File: config.mk
export PLATFORM = sky130hd
export DESIGN_NAME = bba_idx_div
export DESIGN_NICKNAME = d
export VERILOG_FILES = /design/src/rtl/bba_idx_div.sv
export SDC_FILE = /design/constraint.sdc
export NUM_CORES = 1
export LEC_CHECK = 0
export BUFFER_PORTS_ARGS = -buffer_cell sky130_fd_sc_hd__buf_4
export CAP_MARGIN = 20
export CORE_AREA = 2 2 39 41
export CTS_CLUSTER_DIAMETER = 100
export DETAILED_ROUTE_END_ITERATION = 7
export DIE_AREA = 0 0 41 43
export PLACE_DENSITY = 0.67
export SYNTH_ARGS = -nofsm -noshare
export SYNTH_HDL_FRONTEND = slang
export SYNTH_SLANG_ARGS = --single-unit
File: constraint.sdc
create_clock -name clk -period 0.8 [get_ports clk]
set_input_delay 0.08 -clock clk [delete_from_list [all_inputs] [get_ports clk]]
set_output_delay 0.08 -clock clk [all_outputs]
set_load 0.005 [all_outputs]
File: src/rtl/bba_idx_div.sv
// ----------------------------------------------------------------------------
// bba_idx_div
// registered split of a block index into bitmap word and bit
// ----------------------------------------------------------------------------
module bba_idx_div #(
    parameter int IDX_W = 13,
    parameter int BIT_W = 5
) (
    input  logic             clk,
    input  logic             start,
    input  logic [IDX_W-1:0] dividend,
    output logic [IDX_W-1:0] quot,
    output logic [BIT_W-1:0] rem
);

    logic [IDX_W-1:0] quot_reg;
    logic [IDX_W-1:0] quot_next;
    logic [BIT_W-1:0] rem_reg;
    logic [BIT_W-1:0] rem_next;

    // word width is a power of two, so the split is a shift and a mask
    always_comb
    begin
        quot_next = quot_reg;
        rem_next  = rem_reg;
        if (start)
        begin
            quot_next = dividend >> BIT_W;
            rem_next  = dividend[BIT_W-1:0];
        end
    end

    always_ff @(posedge clk)
    begin
        quot_reg <= quot_next;
        rem_reg  <= rem_next;
    end

    assign quot = quot_reg;
    assign rem  = rem_reg;

endmodule

Yosys cells after proc, flatten, opt, wreduce, memory -nomap -nowiden
Index checks and enable logic that the tools add are counted.
- output and inout bits: 18
- flip-flop bits (word level): 13

Depth between registers and ports, before layout
- depth in word-level cells: 0
- gate-level depth with buffers: 1
- gate-level depth less buffers: 0

Worst setup path after synthesis
No wires, ideal clock.
- path kind: reg2out
- from: register quot_reg[0], in the netlist quot[0]
- to: output port quot[0]
- data arrival time: 355 ps
- setup slack: 365 ps
- cell stages (with the launch flop): 1
- buffers on the path: 0
- path through: edfxtp_1
- RTL lines (element ; line ; RTL):
    start, declared ; 16 ; logic [IDX_W-1:0] quot_reg;
    start signal, assigned ; 35 ; quot_reg <= quot_next;
    end, declared ; 12 ; output logic [IDX_W-1:0] quot,
No word-level cell between the ends.

Worst setup path after layout
- from: register rem_reg[1], in the netlist rem[1]
- to: output port rem[1]
- RTL lines (element ; line ; RTL):
    start, declared ; 18 ; logic [BIT_W-1:0] rem_reg;
    start signal, assigned ; 36 ; rem_reg <= rem_next;
    end, declared ; 13 ; output logic [BIT_W-1:0] rem
No word-level cell between the ends.

==> summary.md <==
| Metric | Value |
|---|---|
| Status | complete, but fails checks |
| Failing checks | negative setup slack |
| Post-DP HPWL | 550.9 µm |
| Area fraction of the dominant cell type after synthesis | 90.43% |
| Io pins | 33 |
| Placed instance area | 631.9 µm² |
| H-tree depth | 1 |
| # clock sinks | 13 |
| DR WL/cell | 11.31 µm |
| Die H | 43 µm |
| Critical path's largest stage delay | 400 ps |
| Final worst path period share | 111.8% |
| Total track usage | a little over a tenth |
| Detailed-route wire length | 882 µm |
| RePlAce Congestion | approximately 0.56 |
| Fin area | around 800 µm² |
| Worst min-delay path category | in -> reg |
| Ranking of synthesized cells by area | edfxtp_1 (90%), buf_4 (8.7%), conb_1 (0.87%) |
| Pre-CTS setup slack | around 220 ps |
| Max VDD drop | 1.208 mV |
| Register area | 390.4 µm² |
| Clock slew at reported path FFs | 80 ps |
| Largest net degree at the start of global routing | 14 |
| Largest delay contributor family on the critical path | flip-flops |
| Post-CTS Setup Bufs | 0 |
| TritonCTS clock tree | done |
| Filler cell count | 120 |
| Period minus WS final | 894.6 ps |
| F_max | between 1000 and 1500 MHz |
| CP max FO | 1 |
| Final antenna-violating net count | 0 |
| Vias per cell | 3.923 |
| Final Hold Slack | 145.2 ps |
| Clk buf depth | 2 |
| Synth area leader | edfxtp_1 |
| Initial DRC count | 1 |
| Number of flip-flops in the largest register | 8 |
| DR pass1 iterations | 2 |
| First-pass GRT wire length | 1.179 mm |
| N_diodes | 0 |
| Cell Area, Synth | roughly 430 µm² |
| Top-count cell post-synth | edfxtp_1 |
| Max-Cap Viols | 0 |
| Unique cell type count in the Yosys netlist | 3 |
| Post-Syn Area per Cell | ~23 µm² |
| Starting Density | 31.19% |
| Prevailing post-synth register cell | edfxtp_1 |
| Number of flops mapped to enable cells by yosys | 13 |
| Die width | 41 µm |
| Share of layout cells above drive strength 1 | 48.39% |
| Req. time, crit path | 720 ps |
| Pwr dens | 1795 nW/µm² |
| CP max-delay cell | edfxtp_1 |
| Die Footprint | 1763 µm² |
| Buffers and inverters on the worst path | 1 |
| Initial antenna violation count | 0 |
| Gr ovfl total | 0 |
| Crit. End Element | output port |
| Crit-path cells | buf_4 |
| # rows | 14 |
| Via count | 306 |
| Commonest cells post-synth | edfxtp_1 (13), buf_4 (5), conb_1 (1) |
| Post-synth ARST share | 0% |
| IO buf count | 27 |
| CP Data Arrival Time | ~800 ps |
| Synth Instances | 19 |
| Synth warnings | 0 |
| Leakage Power | 0.3437 nW |
| Post-synthesis sequential area ratio | between 90% and 100% |
| # setup viols final | 13 |
| Flip-flop and latch count after synthesis | 13 |
| Startpoint types | flop |
| RSZ-0062 raised after global routing | yes |
| Critical setup path kind | reg -> out |
| Root Buffer | clkbuf_4 |
| Final hold viol count | 0 |
| Slack of the critical path | -94.59 ps |
| Fin nets | 78 |
| Cts bufs inserted | 3 |
| Placeable Area | ~1400 µm² |
| Multi-input logic area | around 19 µm² |
| Pins Over Slew Limit | 0 |
| Area delta synth->final | 83.48% |
| Vias in the first global route | 289 |
| Residual DRC count | 0 |
-- kinds of logic (layout without fill, tap and decap cells) --
group	Yosys count	after routing	share of synthesized area, %
buffers and inverters	5	44	8.697
flip-flops	13	13	90.43
other	1	5	0.8687
-- cell type report --
cell class | count | area share, %
timing repair buffer | 40 | 42.50
multi-input combinational | 5 | 2.370
tap | 16 | 2.528
sequential | 13 | 49.29
clock buffer | 4 | 3.318
-- path summary, 6_finish.rpt --
kind / from / depth (start not counted) / end
worst min-delay path: start / 1 / rem[1]$_DFFE_PP_
worst max-delay path: rem[1]$_DFFE_PP_ / 1 / rem[1]
-- per-stage QoR --
step           std cells  power (W)  TNS [ps]  util [%]
2_1_floorplan         23  0.0008685         0         -
3_3_place_gp          61  0.0009887         0     45.66
3_5_place_dp          61  0.0009924         0     45.66
4_1_cts               78   0.001432    -880.0     56.96
5_1_grt               78   0.001486     -1208     57.23
6_report              78   0.001422    -736.7     57.23
-- routing by layer --
metal	global-route usage, %	vias up	wire (µm)
li1	-	146	-
met1	10.45	135	333
met2	18.13	23	439
met3	4.712	2	104
met4	6.000	0	4
met5	0	-	0
-- repair_timing --
item | in CTS | in global routing
setup endpoints to repair | 13 | 13
endpoints found under the hold margin | 13 | 0
resized for setup | 0 | 1
hold buffers | 13 | 0
pin swaps | 0 | 0
-- power by group --
group          switching, W  internal [W]  leakage (nW)
registers         0.0000149      0.000808         0.127
logic             0.0000610      0.000144         0.201
clock network      0.000200      0.000193        0.0150
-- layout by cell type, fill, tap and decap left out --
cell / n
buf_6: 1
edfxtp_1: 13
buf_4: 26
dlygate4sd3_1: 13
clkbuf_1: 1
conb_1: 5
clkbuf_4: 3
(Power assumes the default switching activity.)
