$ cat config.mk
export PLATFORM = sky130hd
export DESIGN_NAME = bba_map_mem
export DESIGN_NICKNAME = d
export VERILOG_FILES = /design/src/rtl/bba_map_mem.sv
export SDC_FILE = /design/constraint.sdc
export NUM_CORES = 2
export LEC_CHECK = 0
export BUFFER_PORTS_ARGS = -buffer_cell sky130_fd_sc_hd__buf_4
export CORE_ASPECT_RATIO = 1.5
export CORE_MARGIN = 2
export CORE_UTILIZATION = 25
export DETAILED_ROUTE_END_ITERATION = 12
export PLACE_DENSITY_LB_ADDON = 0.12
export REMOVE_ABC_BUFFERS = 1
export SKIP_CTS_REPAIR_TIMING = 1
export SLEW_MARGIN = 10
export SYNTH_ARGS = -nofsm -noshare
export SYNTH_HDL_FRONTEND = slang
export SYNTH_SLANG_ARGS = --single-unit
$ cat constraint.sdc
create_clock -name clk -period 10.1 [get_ports clk]
set_input_delay 1.515 -clock clk [delete_from_list [all_inputs] [get_ports clk]]
set_output_delay 1.515 -clock clk [all_outputs]
set_load 0.005 [all_outputs]
$ cat src/rtl/bba_map_mem.sv
// ----------------------------------------------------------------------------
// bba_map_mem
// bitmap word memory, one write port and one registered read port
// ----------------------------------------------------------------------------
module bba_map_mem #(
    parameter int DEPTH  = 128,
    parameter int WIDTH  = 32,
    parameter int ADDR_W = 7
) (
    input  logic              clk,
    input  logic              wr_en,
    input  logic [ADDR_W-1:0] wr_addr,
    input  logic [WIDTH-1:0]  wr_data,
    input  logic [ADDR_W-1:0] rd_addr,
    output logic [WIDTH-1:0]  rd_data
);

    logic [WIDTH-1:0] mem [DEPTH];
    logic [WIDTH-1:0] rd_data_reg;

    always_ff @(posedge clk)
    begin
        if (wr_en)
        begin
            mem[wr_addr] <= wr_data;
        end
    end

    always_ff @(posedge clk)
    begin
        rd_data_reg <= mem[rd_addr];
    end

    assign rd_data = rd_data_reg;

endmodule

### After elaboration in Yosys (flattened, before gate mapping)

Memory sizes are Yosys's and may differ from the RTL's. A register that Yosys moved wholly into a read port is not among the register bits.
Cells that the tools add are included.

| word-level totals | value |
|---|---|
| bits in writable memories | 4096 |
| output and inout port bits | 32 |
| register bits after elaboration | 0 |
| memories kept | 1 |

Memories:

| memory | words | width | rd ports | clocked after memory_dff | write ports | RTL line | RTL |
|---|---|---|---|---|---|---|---|
| mem | 128 | 32 | 1 | 1 | 1 | 18 | `logic [WIDTH-1:0] mem [DEPTH];` |

| operators by class | value |
|---|---|
| muxes and demuxes | 2 |

Operators with widths:

| operator | number |
|---|---|
| $mux 1 | 2 |

### Depth between registers and ports, before layout

| logic depth | value |
|---|---|
| depth after elaboration | 2 |
| mapped depth | 8 |
| depth with buffers taken out | 4 |

### Worst setup path after synthesis

No wires, ideal clock.

| timing path | value |
|---|---|
| kind | input-to-reg |
| start point | input wr_en |
| end point | memory mem[98][0], enable pin |
| data required time | 9.639 ns |
| library setup time | 0.461 ns |
| setup slack | 5.346 ns |
| data arrival time | 4.293 ns |
| cell stages on the path | 3 |
| path through | clkbuf_1 -> nand4_1 -> nor3_1 |

| between the ends | value |
|---|---|
| longest elaborated chain between the ends | 2 |

Ends and longest elaborated chain:

| element | RTL line | RTL |
|---|---|---|
| from (decl) | 11 | `input logic wr_en,` |
| $mux 1 | 23 | `if (wr_en)` |
| $mux 1 (not written as such) | 25 | `mem[wr_addr] <= wr_data;` |
| to (decl) | 18 |  |

Every way passes these cells.

==> impl_results.md <==
- Initial core utilization: 0.2510
- Iteration count of the initial detailed-routing pass: 6
- Max Freq: 206.3 MHz
- Leakage: 54.16 nW
- Cell variety after synth: 17
- Io pins: 80
- Area of the multi-input gates: 32,290 um2
- Count of final hold-check violations: 0
- Synth-to-layout area growth: 16.69%
- Post-synthesis register bit count: 4,128
- FF-to-FF path depth: 4
- Vias in the first global route: 74,382
- Commonest non-fill, non-tap cell in the layout: edfxtp_1
- Initial antenna violation count: 63
- Synthesized cell area: 156,300 um2
- Setup TNS: 0 ns
- DR iter-0 viols: 6,586
- Remaining antenna violation count: 0
- Die Height: 972.3 um
- Row Count: 355
- CTS HTree Levels: 5
- Gp weighted congestion: 0.7405
- GRT Resource Usage Total: 0.1610
- Final max-slew violation count: 0
- Clock skew: 0.04362 ns
- Vias: 69,652
- Worst relative slew slack: 0.2303
- Layout cells sized above 1: 0.3575
- Largest net degree at the start of global routing: 115
- Crit-path max FO: 84
- MaxCap Viol Count: 0
- Die footprint: 631,600 um2
- Post-Place Cells: 14,213
- Hold crit path type: input pin to flip-flop
- DP HPWL: 283.2 mm
- Clock root cell: clkbuf_16
- Critical path capture point type: flip-flop
- WP data required: 10.94 ns
- Global-route wire length before repair: 691.7 mm
- Final Util: 0.2928
- Final number of setup-violating endpoints: 0
- GR Overflow Total: 0
- Final non-filler cell total: 15,005
- Worst-path clk slew: 0.07 ns
- Layout Nets: 6,457
- Core area: 622,700 um2
- Startpoint class of the critical path: input pin
- Sequential-to-total area share from yosys stat: 0.7912
- RSZ-0062 raised after global routing: no
- DRT Wirelength: 517.3 mm
- Pre-CTS WS: 4.238 ns
- Die X-Extent: 649.6 um
- Hold_ws: 0.8744 ns
- DR vias/cell: 4.642
- Critical path class: input pin to flip-flop
- Tightest Pin Transition: 1.155 ns
- Status: finished, final reports clean
- Wirelength per Cell: 34.47 um
- Power Density: 199.2 nW/um2
- Post-route minimum period: 4.848 ns
- Insertion delay to the later sink of the worst-skew pair: 0.96 ns
- TritonCTS Buffers: 405
- WHS Path Cells: 1
- Clk sink count: 4,128
- CTS max path bufs: 4
- Register area: 123,600 um2
- Final WS setup: 5.252 ns
- Number of flip-flops in the largest register: 4,096
- Drt drc: 0
- Peak VDD IR: 0.1308 mV
- I/O Buffers: 79
- # fillers: 60,209
- Most frequent cells in the layout: edfxtp_1, mux4_2, clkbuf_16, buf_4, nor2_4
- Cells after synthesis: 5,990
- Synth Warn #: 0
- Period utilisation layout: 0.4800
- WP data arrival: 5.69 ns
- CTS tree: done
- Post-Syn Area per Cell: 26.09 um2
-- area by class of cell --
| class | instances | area share |
|---|---|---|
| Antenna cell | 52 | 0.0007136 |
| Clock buffer | 505 | 0.05939 |
| Clock inverter | 235 | 0.01312 |
| Multi-Input combinational cell | 1546 | 0.1771 |
| Sequential cell | 4128 | 0.6780 |
| Tap cell | 8211 | 0.05634 |
| Timing Repair Buffer | 328 | 0.01534 |
-- per-stage QoR --
step | power (W) | area, um2
4_1_cts | 0.03688 | 182200
2_1_floorplan | 0.02000 | 155000
6_report | 0.03632 | 182400
3_3_place_gp | 0.02137 | 169000
3_5_place_dp | 0.02139 | 169000
5_1_grt | 0.03745 | 182300
-- synth_stat cells --
master	number	area share
edfxtp_1	4096	0.79
mux4_2	1344	0.19
clkbuf_1	182	0.0044
nor2_1	122	0.0029
buf_2	79	0.0025
buf_1	50	0.0012
dfxtp_1	32	0.0041
mux2_2	32	0.0023
nand2_1	14	0.00034
nand3_1	12	0.00038
nor3_1	9	0.00029
nor2b_1	7	0.00028
buf_4	3	0.00014
nand4_1	3	0.00012
buf_6	2	0.00014
nand2b_1	2	0.000080
or3_1	1	0.000040
-- report_power, final --
group	internal, W	switching (W)
registers	0.0189	0.000109
clock network	0.00870	0.00669
logic	0.000699	0.00120
total	0.0283	0.00800
-- final timing paths --
kind                          startpoint                endpoint  slack (ns)
setup / recovery              rd_addr[2]      rd_data[4]$_DFF_P_        5.25
hold / removal               wr_data[26]  mem[114][26]$_DFFE_PP_        0.87
setup reg to reg    mem[87][8]$_DFFE_PP_      rd_data[8]$_DFF_P_        7.31
hold reg to reg   mem[106][12]$_DFFE_PP_     rd_data[12]$_DFF_P_        1.13
-- critical path: stages --
cell and delay [ns]:
buf_8 0.60, buf_12 0.38, buf_4 0.53, mux4_2 0.38
mux4_2 0.61, mux4_2 0.70, mux2_2 0.34
-- metal layers --
layer | up-vias | global-route usage | part of all wire
met5 | - | 0 | 0.00018
met4 | 14 | 0.02810 | 0.015
met3 | 441 | 0.01856 | 0.039
met2 | 1549 | 0.2875 | 0.52
met1 | 40395 | 0.2129 | 0.43
li1 | 27253 | - | -
-- logic make-up after synthesis --
logic type    Yosys count  share of synthesized area
buf+inv               316                   0.008391
flops                4128                     0.7912
mux                  1376                     0.1960
simple gates          170                   0.004460
No activity file was read; power rests on OpenSTA's default activity.
