File: src/rtl/bba_word_unit.sv
// ----------------------------------------------------------------------------
// bba_word_unit
// full test, lowest clear bit search and bit set or clear on one bitmap word
// ----------------------------------------------------------------------------
module bba_word_unit #(
    parameter int WORD_BITS = 32,
    parameter int BIT_W     = 5
) (
    input  logic [WORD_BITS-1:0] word,
    input  logic [BIT_W-1:0]     clr_bit,
    output logic                 full,
    output logic [BIT_W-1:0]     low_bit,
    output logic [WORD_BITS-1:0] word_set,
    output logic [WORD_BITS-1:0] word_clr
);

    logic [WORD_BITS-1:0] low_onehot;

    // lowest clear bit as a one-hot mask
    assign low_onehot = ~word & (word + WORD_BITS'(1));
    assign full       = &word;
    assign word_set   = word | low_onehot;
    assign word_clr   = word & ~(WORD_BITS'(1) << clr_bit);

    always_comb
    begin
        low_bit = '0;
        for (int i = 0; i < WORD_BITS; i++)
        begin
            if (low_onehot[i])
            begin
                low_bit = low_bit | BIT_W'(i);
            end
        end
    end

endmodule

File: config.mk
export PLATFORM = sky130hd
export DESIGN_NAME = bba_word_unit
export DESIGN_NICKNAME = d
export VERILOG_FILES = /design/src/rtl/bba_word_unit.sv
export SDC_FILE = /design/constraint.sdc
export NUM_CORES = 1
export LEC_CHECK = 0
export BUFFER_PORTS_ARGS = -buffer_cell sky130_fd_sc_hd__buf_2
export CAP_MARGIN = 10
export CORE_MARGIN = 1.5
export CORE_UTILIZATION = 38
export DETAILED_ROUTE_END_ITERATION = 7
export GPL_TIMING_DRIVEN = 0
export PLACE_DENSITY_LB_ADDON = 0.08
export SYNTH_ARGS = -nofsm -noshare
export SYNTH_HDL_FRONTEND = slang
export SYNTH_SLANG_ARGS = --single-unit
export TNS_END_PERCENT = 10
File: constraint.sdc
create_clock -name vclk -period 1.7
set_input_delay 0.085 -clock vclk [all_inputs]
set_output_delay 0.085 -clock vclk [all_outputs]
set_load 0.05 [all_outputs]
# Word level (Yosys, flattened, before mapping)
# Index checks and enable logic that the tools add are counted.
dict set report word_totals {
  register_bits 0
  in_bits 37
  out_inout_bits 70
}
dict set report classes {
  addsub 1
  reduce_logical 1
  n_mux 31
  bitwise_logic 5
  n_shift 1
}
# cell n
set op_table {}
lappend op_table {{5-bit two-way mux} 16}
lappend op_table {{32-bit bitwise AND} 2}
lappend op_table {{32-bit inverter} 2}
lappend op_table {{32-bit by 1-bit adder with 32-bit output, second input constant} 1}
lappend op_table {{4-bit two-way mux} 8}
lappend op_table {{32-bit bitwise OR} 1}
lappend op_table {{32-bit AND reduction} 1}
lappend op_table {{1-bit by 5-bit left shift with 32-bit output, first input constant} 1}
lappend op_table {{3-bit two-way mux} 4}
lappend op_table {{2-bit two-way mux} 2}
lappend op_table {{1-bit two-way mux} 1}

# Longest topological paths before layout
# Gate-level depths: netlist of run 1.
dict set report depth {
  depth_word 33
  mapped_depth 7
  depth_no_buf 5
}

# Least setup slack after synthesis of run 1
# Ideal clock, no wire load.
dict set report synth_timing {
  path_type {input to output}
  startpoint {in word[1]}
  endpoint {out full}
  slack_ns -1.142
  stages 5
  arrival_ns 2.757
  required_ns 1.615
  path_cell_list {buf_2 > nand4_4 > or4_4 > or2_4 > nor4_1}
}
dict set report synth_via {
  elab_chain_cells 1
}
# element line
set synth_rtl {}
lappend synth_rtl {{start: declaration} 9} ;# input logic [WORD_BITS-1:0] word,
lappend synth_rtl {{32-bit AND reduction} 21} ;# assign full = &word;
lappend synth_rtl {{end: declaration} 11} ;# output logic full,
# Every way passes these cells.

# Final worst setup path of run 1
dict set report layout_timing {
  startpoint {in word[12]}
  endpoint {out low_bit[2]}
}
dict set report layout_via {
  elab_chain_cells 22
  word_cells_on_any_way 23
}
# element line
set layout_rtl {}
lappend layout_rtl {{32-bit by 1-bit adder with 32-bit output / 32-bit inverter (equally long branches)} 20} ;# assign low_onehot = ~word & (word + WORD_BITS'(1));
lappend layout_rtl {{32-bit bitwise AND *} 20}
lappend layout_rtl {{4-bit two-way mux (4 in a row)} 30} ;# if (low_onehot[i])
lappend layout_rtl {{5-bit two-way mux (15 in a row)} 30}
lappend layout_rtl {{5-bit two-way mux *} 30}
lappend layout_rtl {{end: declaration} 12} ;# output logic [BIT_W-1:0] low_bit,
# Every way passes the cells marked *; elsewhere a longest branch is shown, timed or not.

==> out/summary.txt, run 1 <==
Outcome - finished, violations left
Failing checks - setup timing
Post-Synthesis Cells - 218
Post-Syn Nets - 255
ANT nets after route - 0
WP buf/inv - 2
Routability congestion estimate - 0.958
Pin count of the biggest net entering global routing - 11
Maximum vdd drop - 206 uV
Total chip power - 0.762 mW
Mux contribution to synthesized area - 0
Hold WS - 583 ps
Syn Area/Cell - 6.18 sq um
Met1 WL - 2.66 mm
Sequential share of power - 0
Synth Area in Compound Gates - 0.390
Max Used Layer - met4
Crit Path Class - in2out
Pwr/cell area - 334 nW/um^2
Post-DR wirelength/cell - 16.7 microns
Critical path data arrival time - 1890 ps
Vias per std cell - 6.13
Vias in the first global route - 1940
Slowest cell on the critical path - or4_4
DR vias - 2325
RSZ-0062 raised after global routing - true
Final WL - 6.33 mm
Starting Density - 0.401
Die Y - 62.6 microns
Max incr delay on CP - 520 ps
WL met3 - 663 microns
Comb power frac - 1.000
Req. time, crit path - 1620 ps
Yosys cell types - 54
Largest family of logic cells by synthesized area - simple AND/OR/NAND/NOR gates
Max-cap violation count - 0
Max-slew headroom - 0.657
Fin nets - 372
Yosys top cell by area - a21boi_0
I/O pin count - 107
Final worst slack - -271 ps
GR Overflow Total - 0
Crit path max-delay family - simple AND/OR/NAND/NOR gates
Hold depth - 3
Starting DRC count in detailed routing - 316
Leak Pwr - 1.03 nW
Synth top area share - 0.0891
Initial antenna violation count - 0
Minimum clock period - 1970 ps
Core area - 3360 sq um
Dpl hpwl - 4.53 mm
Final Hold Vio Count - 0
Sequential cells - 0
Clock power share - 0
Hold-fix buffers, CTS - 0
Sequential element share of the synthesized area - 0
Setup violators final - 6
Int Power - 0.217 mW
Switching power - 0.545 mW
P&R area growth vs syn - 69.1%
FMAX - 507 MHz
Worst-margin pin slew - 513 ps
Crit. Startpoint - word[12]
HP Class - in2out
Port Buf Inserts - 99
Clock buffers - 0
Rows - 21
Hold Path Origin - word[15]
Die area - 3910 sq um
1st-pass router iterations - 5
Ant. Diodes - 0
Max Slew Vio Count - 0
Mapped Area - 1350 sq um
Setup TNS - -852 ps
DRC - 0
Hold path endpoint - word_clr[15]
Share of cells above drive strength 1 - 0.462
Global-route wire length before repair - 9.76 mm
Synth warnings - 0
Post-Synth Adder-Cell Area - 0
Crit share post-route - 1.16
Synth top area cells - a21boi_0 (8.9%), nand4_1 (7.9%), o21a_1 (5.6%)
XOR/XNOR Fraction of Synth Area - 0
Layout fillers - 330
Register area - 0 sq um
Crit path cell chain - buf_8, nand4_1, or4_4, or2_4, or4_4, nand4_1, buf_6
Startpoint Class - input port
Switching Fraction - 0.715
Met2 WL - 2.85 mm
Worst Path Max Fanout - 2
Die width - 62.6 microns
Global-route usage over all layers - 0.294
Most frequent cells after synthesis - nand2_1 (17), nand4_1 (17), nor2_1 (17), a21boi_0 (16), nand3_1 (13)
CP endpoint kind - primary output
Post-synthesis simple-gate area fraction - 0.550
-- how the worst max path moves through the flow --
stage	to	slack [ps]	cells after the start
6_report	low_bit[2]	-270	7
5_1_grt	low_bit[2]	-320	7
4_1_cts	low_bit[2]	-300	7
3_5_place_dp	low_bit[2]	-680	7
3_3_place_gp	low_bit[2]	-690	7
2_1_floorplan	low_bit[2]	-380	6
-- worst min-delay path: cells and delay by family --
kind / cells / cell delay, ps
buf+inv: 2 / 310
compound gates: 1 / 90
-- placed cells by master (no fill, tap or decap), types with 5 or more instances in the layout --
master and count:
o31a_1 5, nor2_1 15, nand4_1 17, inv_1 7, buf_6 9, buf_4 25
or2_2 7, o21ai_0 8, nand3_1 12, nand2_1 16, o21bai_1 6, o21a_1 10
nand2b_1 7, buf_2 79, nor3_1 9, and3_1 6, a21boi_0 16
-- logic make-up after synthesis --
logic type / count (synthesis)
compound gates: 71
buf+inv: 19
other cells: 1
simple gates: 127
-- routing by layer --
metal,GRT usage,up-vias
met5,0,-
met4,0.0556,0
met3,0.0198,20
met2,0.462,186
met1,0.441,1043
li1,-,1076
-- final cells by class --
| cell class | count | area (sq um) | share of cell area |
|---|---|---|---|
| plain buffers | 10 | 83.8 | 0.0368 |
| repair buffers | 117 | 744 | 0.327 |
| multi-input cells | 199 | 1370 | 0.600 |
| well taps | 46 | 57.6 | 0.0253 |
| inverters | 7 | 26.3 | 0.0115 |
-- repair_timing --
item                       CTS  global route
resized for setup           43            20
buffers inserted            11             7
pin swaps                   13             9
setup endpoints to repair   20            17
-- stage by stage --
step | area (sq um) | setup slack [ps] | utilization | instances
after floorplan | 1390 | -382 | - | 218
after global placement | 1950 | -689 | 0.578 | 363
after detailed placement | 1950 | -679 | 0.578 | 363
after CTS | 2160 | -296 | 0.643 | 372
after global routing | 2280 | -321 | 0.677 | 379
final | 2280 | -271 | 0.677 | 379
-- power groups by stage --
| stage | sequential (mW) | clock (mW) | combinational, mW |
|---|---|---|---|
| after floorplan | 0 | 0 | 0.495 |
| after global placement | 0 | 0 | 0.689 |
| after detailed placement | 0 | 0 | 0.691 |
| after CTS | 0 | 0 | 0.726 |
| after global routing | 0 | 0 | 0.797 |
| final | 0 | 0 | 0.762 |
No activity file was read; power rests on OpenSTA's default activity.
==> run 2: changes to the inputs <==
--- a/config.mk
+++ b/config.mk
@@ -7,8 +7,10 @@
 export LEC_CHECK = 0
 export BUFFER_PORTS_ARGS = -buffer_cell sky130_fd_sc_hd__buf_2
 export CAP_MARGIN = 10
+export CELL_PAD_IN_SITES_DETAIL_PLACEMENT = 0
+export CELL_PAD_IN_SITES_GLOBAL_PLACEMENT = 1
 export CORE_MARGIN = 1.5
-export CORE_UTILIZATION = 38
+export CORE_UTILIZATION = 23
 export DETAILED_ROUTE_END_ITERATION = 7
 export GPL_TIMING_DRIVEN = 0
 export PLACE_DENSITY_LB_ADDON = 0.08
==> constraint.sdc (replaced) <==
create_clock -name vclk -period 1.7
set_input_delay 0.085 -clock vclk [all_inputs]
set_output_delay 0.085 -clock vclk [all_outputs]
set_load 0.1 [all_outputs]
==> out/summary.txt, run 2 (synthesis gave the netlist of run 1 again) <==
P&R area growth vs syn - 88.5%
Port Buf Inserts - 99
Final Hold Vio Count - 0
Commonest cells after routing, fill and taps aside - buf_2 (64), buf_4 (37), nand4_1 (17)
Crit Path Class - in2out
Starting DRC count in detailed routing - 93
Rows - 27
Pin count of the biggest net entering global routing - 11
Setup violators final - 8
Sequential cells - 0
Die width - 79.5 microns
Crit path max-delay family - simple AND/OR/NAND/NOR gates
Req. time, crit path - 1620 ps
DR vias - 2241
Global-route usage over all layers - 0.206
HP Class - in2out
Crit path cell chain - buf_8, nand4_1, or4_4, or2_4, or4_4, nand4_1, buf_12
Die area - 6330 sq um
ANT nets after route - 0
DRC - 0
Startpoint Class - input port
Critical path data arrival time - 2000 ps
Share of cells above drive strength 1 - 0.500
Initial antenna violation count - 0
Max-cap violation count - 0
Vias per std cell - 5.49
FMAX - 479 MHz
Leak Pwr - 1.12 nW
Crit share post-route - 1.23
Clock buffers - 0
I/O pin count - 107
Setup TNS - -1170 ps
CP endpoint kind - primary output
Fin nets - 375
Worst-margin pin slew - 548 ps
Die Y - 79.5 microns
1st-pass router iterations - 5
Ant. Diodes - 0
RSZ-0062 raised after global routing - true
Hold depth - 3
Global-route wire length before repair - 10.6 mm
Most common library cell in the layout ignoring fill and taps - buf_2
Core area - 5570 sq um
Worst Path Max Fanout - 3
Max Slew Vio Count - 0
Outcome - finished, violations left
Starting Density - 0.242
Final WL - 7.08 mm
Max incr delay on CP - 540 ps
Failing checks - setup timing
Final worst slack - -387 ps
Routability congestion estimate - 0.893
Minimum clock period - 2090 ps
Maximum vdd drop - 241 uV
Dpl hpwl - 5.46 mm
Max-slew headroom - 0.634
Final cell utilization of the core - 0.456
GR Overflow Total - 0
Hold path endpoint - word_set[31]
Slowest cell on the critical path - or4_4
Post-DR wirelength/cell - 17.3 microns
Pwr/cell area - 456 nW/um^2
Hold Path Origin - word[31]
Register area - 0 sq um
Vias in the first global route - 1993
WP buf/inv - 2
[run 2: cell types whose count changed in the layout (fill, tap and decap cells not counted), sizes merged]
cell	before	now
clkbuf	8	12
buf	119	118
[run 2: how the worst max path moves through the flow]
stage	depth (start not counted)	start	to	slack, ps
3_3_place_gp	7	word[13]	low_bit[2]	-940
6_report	7	word[12]	low_bit[2]	-390
4_1_cts	7	word[11]	low_bit[2]	-420
3_5_place_dp	7	word[13]	low_bit[2]	-930
2_1_floorplan	5	word[12]	low_bit[2]	-720
5_1_grt	7	word[10]	low_bit[2]	-400
[run 2: where the power goes]
group          switching, mW  internal [mW]  total [mW]
clock network              0              0           0
logic                  0.903          0.256        1.16
registers                  0              0           0
total                  0.903          0.256        1.16
[run 2: metrics by stage]
step / area (sq um) / setup slack, ps / instances / total power, mW / hold slack [ps]
2_1_floorplan: 1440 / -719 / 218 / 0.851 / 380
3_3_place_gp: 2020 / -937 / 389 / 1.06 / 702
3_5_place_dp: 2020 / -928 / 389 / 1.06 / 690
4_1_cts: 2360 / -416 / 402 / 1.13 / 637
5_1_grt: 2540 / -404 / 408 / 1.20 / 629
6_report: 2540 / -387 / 408 / 1.16 / 614
[run 2: metal layers]
metal | track usage | share of wire | vias up
li1 | - | - | 1080
met1 | 0.300 | 0.48 | 1077
met2 | 0.346 | 0.46 | 80
met3 | 0.0137 | 0.054 | 4
met4 | 0.0123 | 0.0054 | 0
met5 | 0 | 0 | -
[run 2: area by class of cell]
class | count | area [sq um]
Fill cell | 614 | 3030
Multi-Input combinational cell | 199 | 1430
Timing Repair Buffer | 120 | 903
Tap cell | 72 | 90.1
Buffer | 10 | 87.6
Inverter | 7 | 26.3
[run 2: repair_timing]
action / 4_1_cts / 5_1_grt
hold buffers: 0 / 0
gates resized for setup: 69 / 41
pin swaps: 10 / 9
setup buffers: 14 / 7
setup endpoints to repair: 28 / 25
==> run 3: changes to the inputs <==
--- a/config.mk
+++ b/config.mk
@@ -14,6 +14,7 @@
 export DETAILED_ROUTE_END_ITERATION = 7
 export GPL_TIMING_DRIVEN = 0
 export PLACE_DENSITY_LB_ADDON = 0.08
+export SKIP_LAST_GASP = 1
 export SYNTH_ARGS = -nofsm -noshare
 export SYNTH_HDL_FRONTEND = slang
 export SYNTH_SLANG_ARGS = --single-unit
==> out/summary.txt, run 3 (synthesis gave the netlist of run 1 again) <==
Fin nets - 370
Core area - 5570 sq um
Met1 GRT Util - 0.296
Routability congestion estimate - 0.893
CP endpoint kind - primary output
Final WL - 6.86 mm
Crit Path Class - in2out
Worst-margin pin slew - 543 ps
Ant. Diodes - 0
Outcome - finished, violations left
1st-pass router iterations - 4
Starting DRC count in detailed routing - 95
Post-DR wirelength/cell - 17.0 microns
Total chip power - 1.09 mW
Register area - 0 sq um
Crit path max-delay family - simple AND/OR/NAND/NOR gates
Initial antenna violation count - 0
Critical path data arrival time - 1990 ps
Global-route usage over all layers - 0.204
Port Buf Inserts - 99
Max incr delay on CP - 530 ps
Vias per std cell - 5.46
Failing checks - setup timing
Hold WS - 693 ps
Crit share post-route - 1.22
DR vias - 2202
Placed Cells incl. Taps - 389
Startpoint Class - input port
GR Overflow Total - 0
End of the critical path - low_bit[2]
Non-filler cells, final - 403
Final worst slack - -379 ps
Starting Density - 0.242
Met3 track demand over resource - 0.0149
Most common library cell in the layout ignoring fill and taps - buf_2
WP buf/inv - 2
I/O pin count - 107
Multi-input logic area - 1360 sq um
FMAX - 481 MHz
Hold depth - 3
P&R area growth vs syn - 66.9%
Layout fillers - 644
Setup violators final - 29
Crit. Startpoint - word[12]
Vias in the first global route - 1984
Max Slew Vio Count - 0
RSZ-0062 raised after global routing - true
Share of cells above drive strength 1 - 0.462
Hold-fix buffers, CTS - 0
Setup TNS - -5450 ps
Commonest cells after routing, fill and taps aside - buf_2 (87), buf_4 (20), nand4_1 (17)
ANT nets after route - 0
Dpl hpwl - 5.46 mm
Clock buffers - 0
HP Class - in2out
Die Y - 79.5 microns
Sequential cells - 0
Rows - 27
Maximum vdd drop - 243 uV
Worst Path Max Fanout - 3
Met2 usage - 0.341
Minimum clock period - 2080 ps
Crit path cell chain - buf_8, nand4_1, or4_4, or2_4, or4_4, nand4_1, buf_12
Leak Pwr - 1.01 nW
Die area - 6330 sq um
Die width - 79.5 microns
Max-cap violation count - 0
Pin count of the biggest net entering global routing - 11
Req. time, crit path - 1620 ps
Pwr/cell area - 486 nW/um^2
Max-slew headroom - 0.637
Final Hold Vio Count - 0
Global-route wire length before repair - 10.4 mm
Slowest cell on the critical path - or4_4
DRC - 0
Global route hottest layer - met2
WP depth - 7
run 3: cell count changes in the layout (fill, tap and decap cells not counted), moves of 2 or more:
cell,previous run,this run
nor3_1,7,9
buf_12,10,1
o21bai_2,4,6
nor2_4,2,0
buf_4,37,20
nor2_1,14,16
clkbuf_2,0,2
buf_2,64,87
clkbuf_4,7,3
o21bai_4,2,0
or4_4,4,2
buf_6,4,2
run 3: cell type report:
cell class                 count  area share
inverter                       7      0.0117
buffer                        11      0.0384
multi-input combinational    199       0.604
tap                           72      0.0401
timing repair buffer         114       0.306
run 3: layer usage:
metal | vias to the layer above | wire (microns)
met1 | 1044 | 3170
met3 | 4 | 511
li1 | 1071 | -
met2 | 83 | 3130
met5 | - | 0
met4 | 0 | 39
run 3: power breakdown:
group | total [mW] | leakage (nW) | switching (mW) | internal, mW
sequential | 0 | 0 | 0 | 0
combinational | 1.09 | 1.01 | 0.888 | 0.205
clock | 0 | 0 | 0 | 0
total | 1.09 | 1.01 | 0.888 | 0.205
run 3: what timing repair did:
item | 4_1_cts | 5_1_grt
endpoints found under the hold margin | 0 | 0
gates resized for setup | 26 | 11
setup buffers | 14 | 1
pin swaps | 8 | 3
endpoints found under the setup margin | 28 | 29
run 3: through the flow:
stage	utilization	area, sq um	setup WS, ps
floorplan	-	1440	-719
global placement	0.363	2020	-937
detailed placement	0.363	2020	-928
CTS	0.396	2210	-416
global route	0.403	2250	-403
finish	0.403	2250	-379
run 3: worst min path at each step:
| stage | start | end |
|---|---|---|
| 2_1_floorplan | word[31] | full |
| 3_3_place_gp | word[31] | word_clr[31] |
| 3_5_place_dp | word[31] | word_clr[31] |
| 4_1_cts | word[31] | word_clr[31] |
| 5_1_grt | word[15] | word_clr[15] |
| 6_report | word[31] | word_clr[31] |
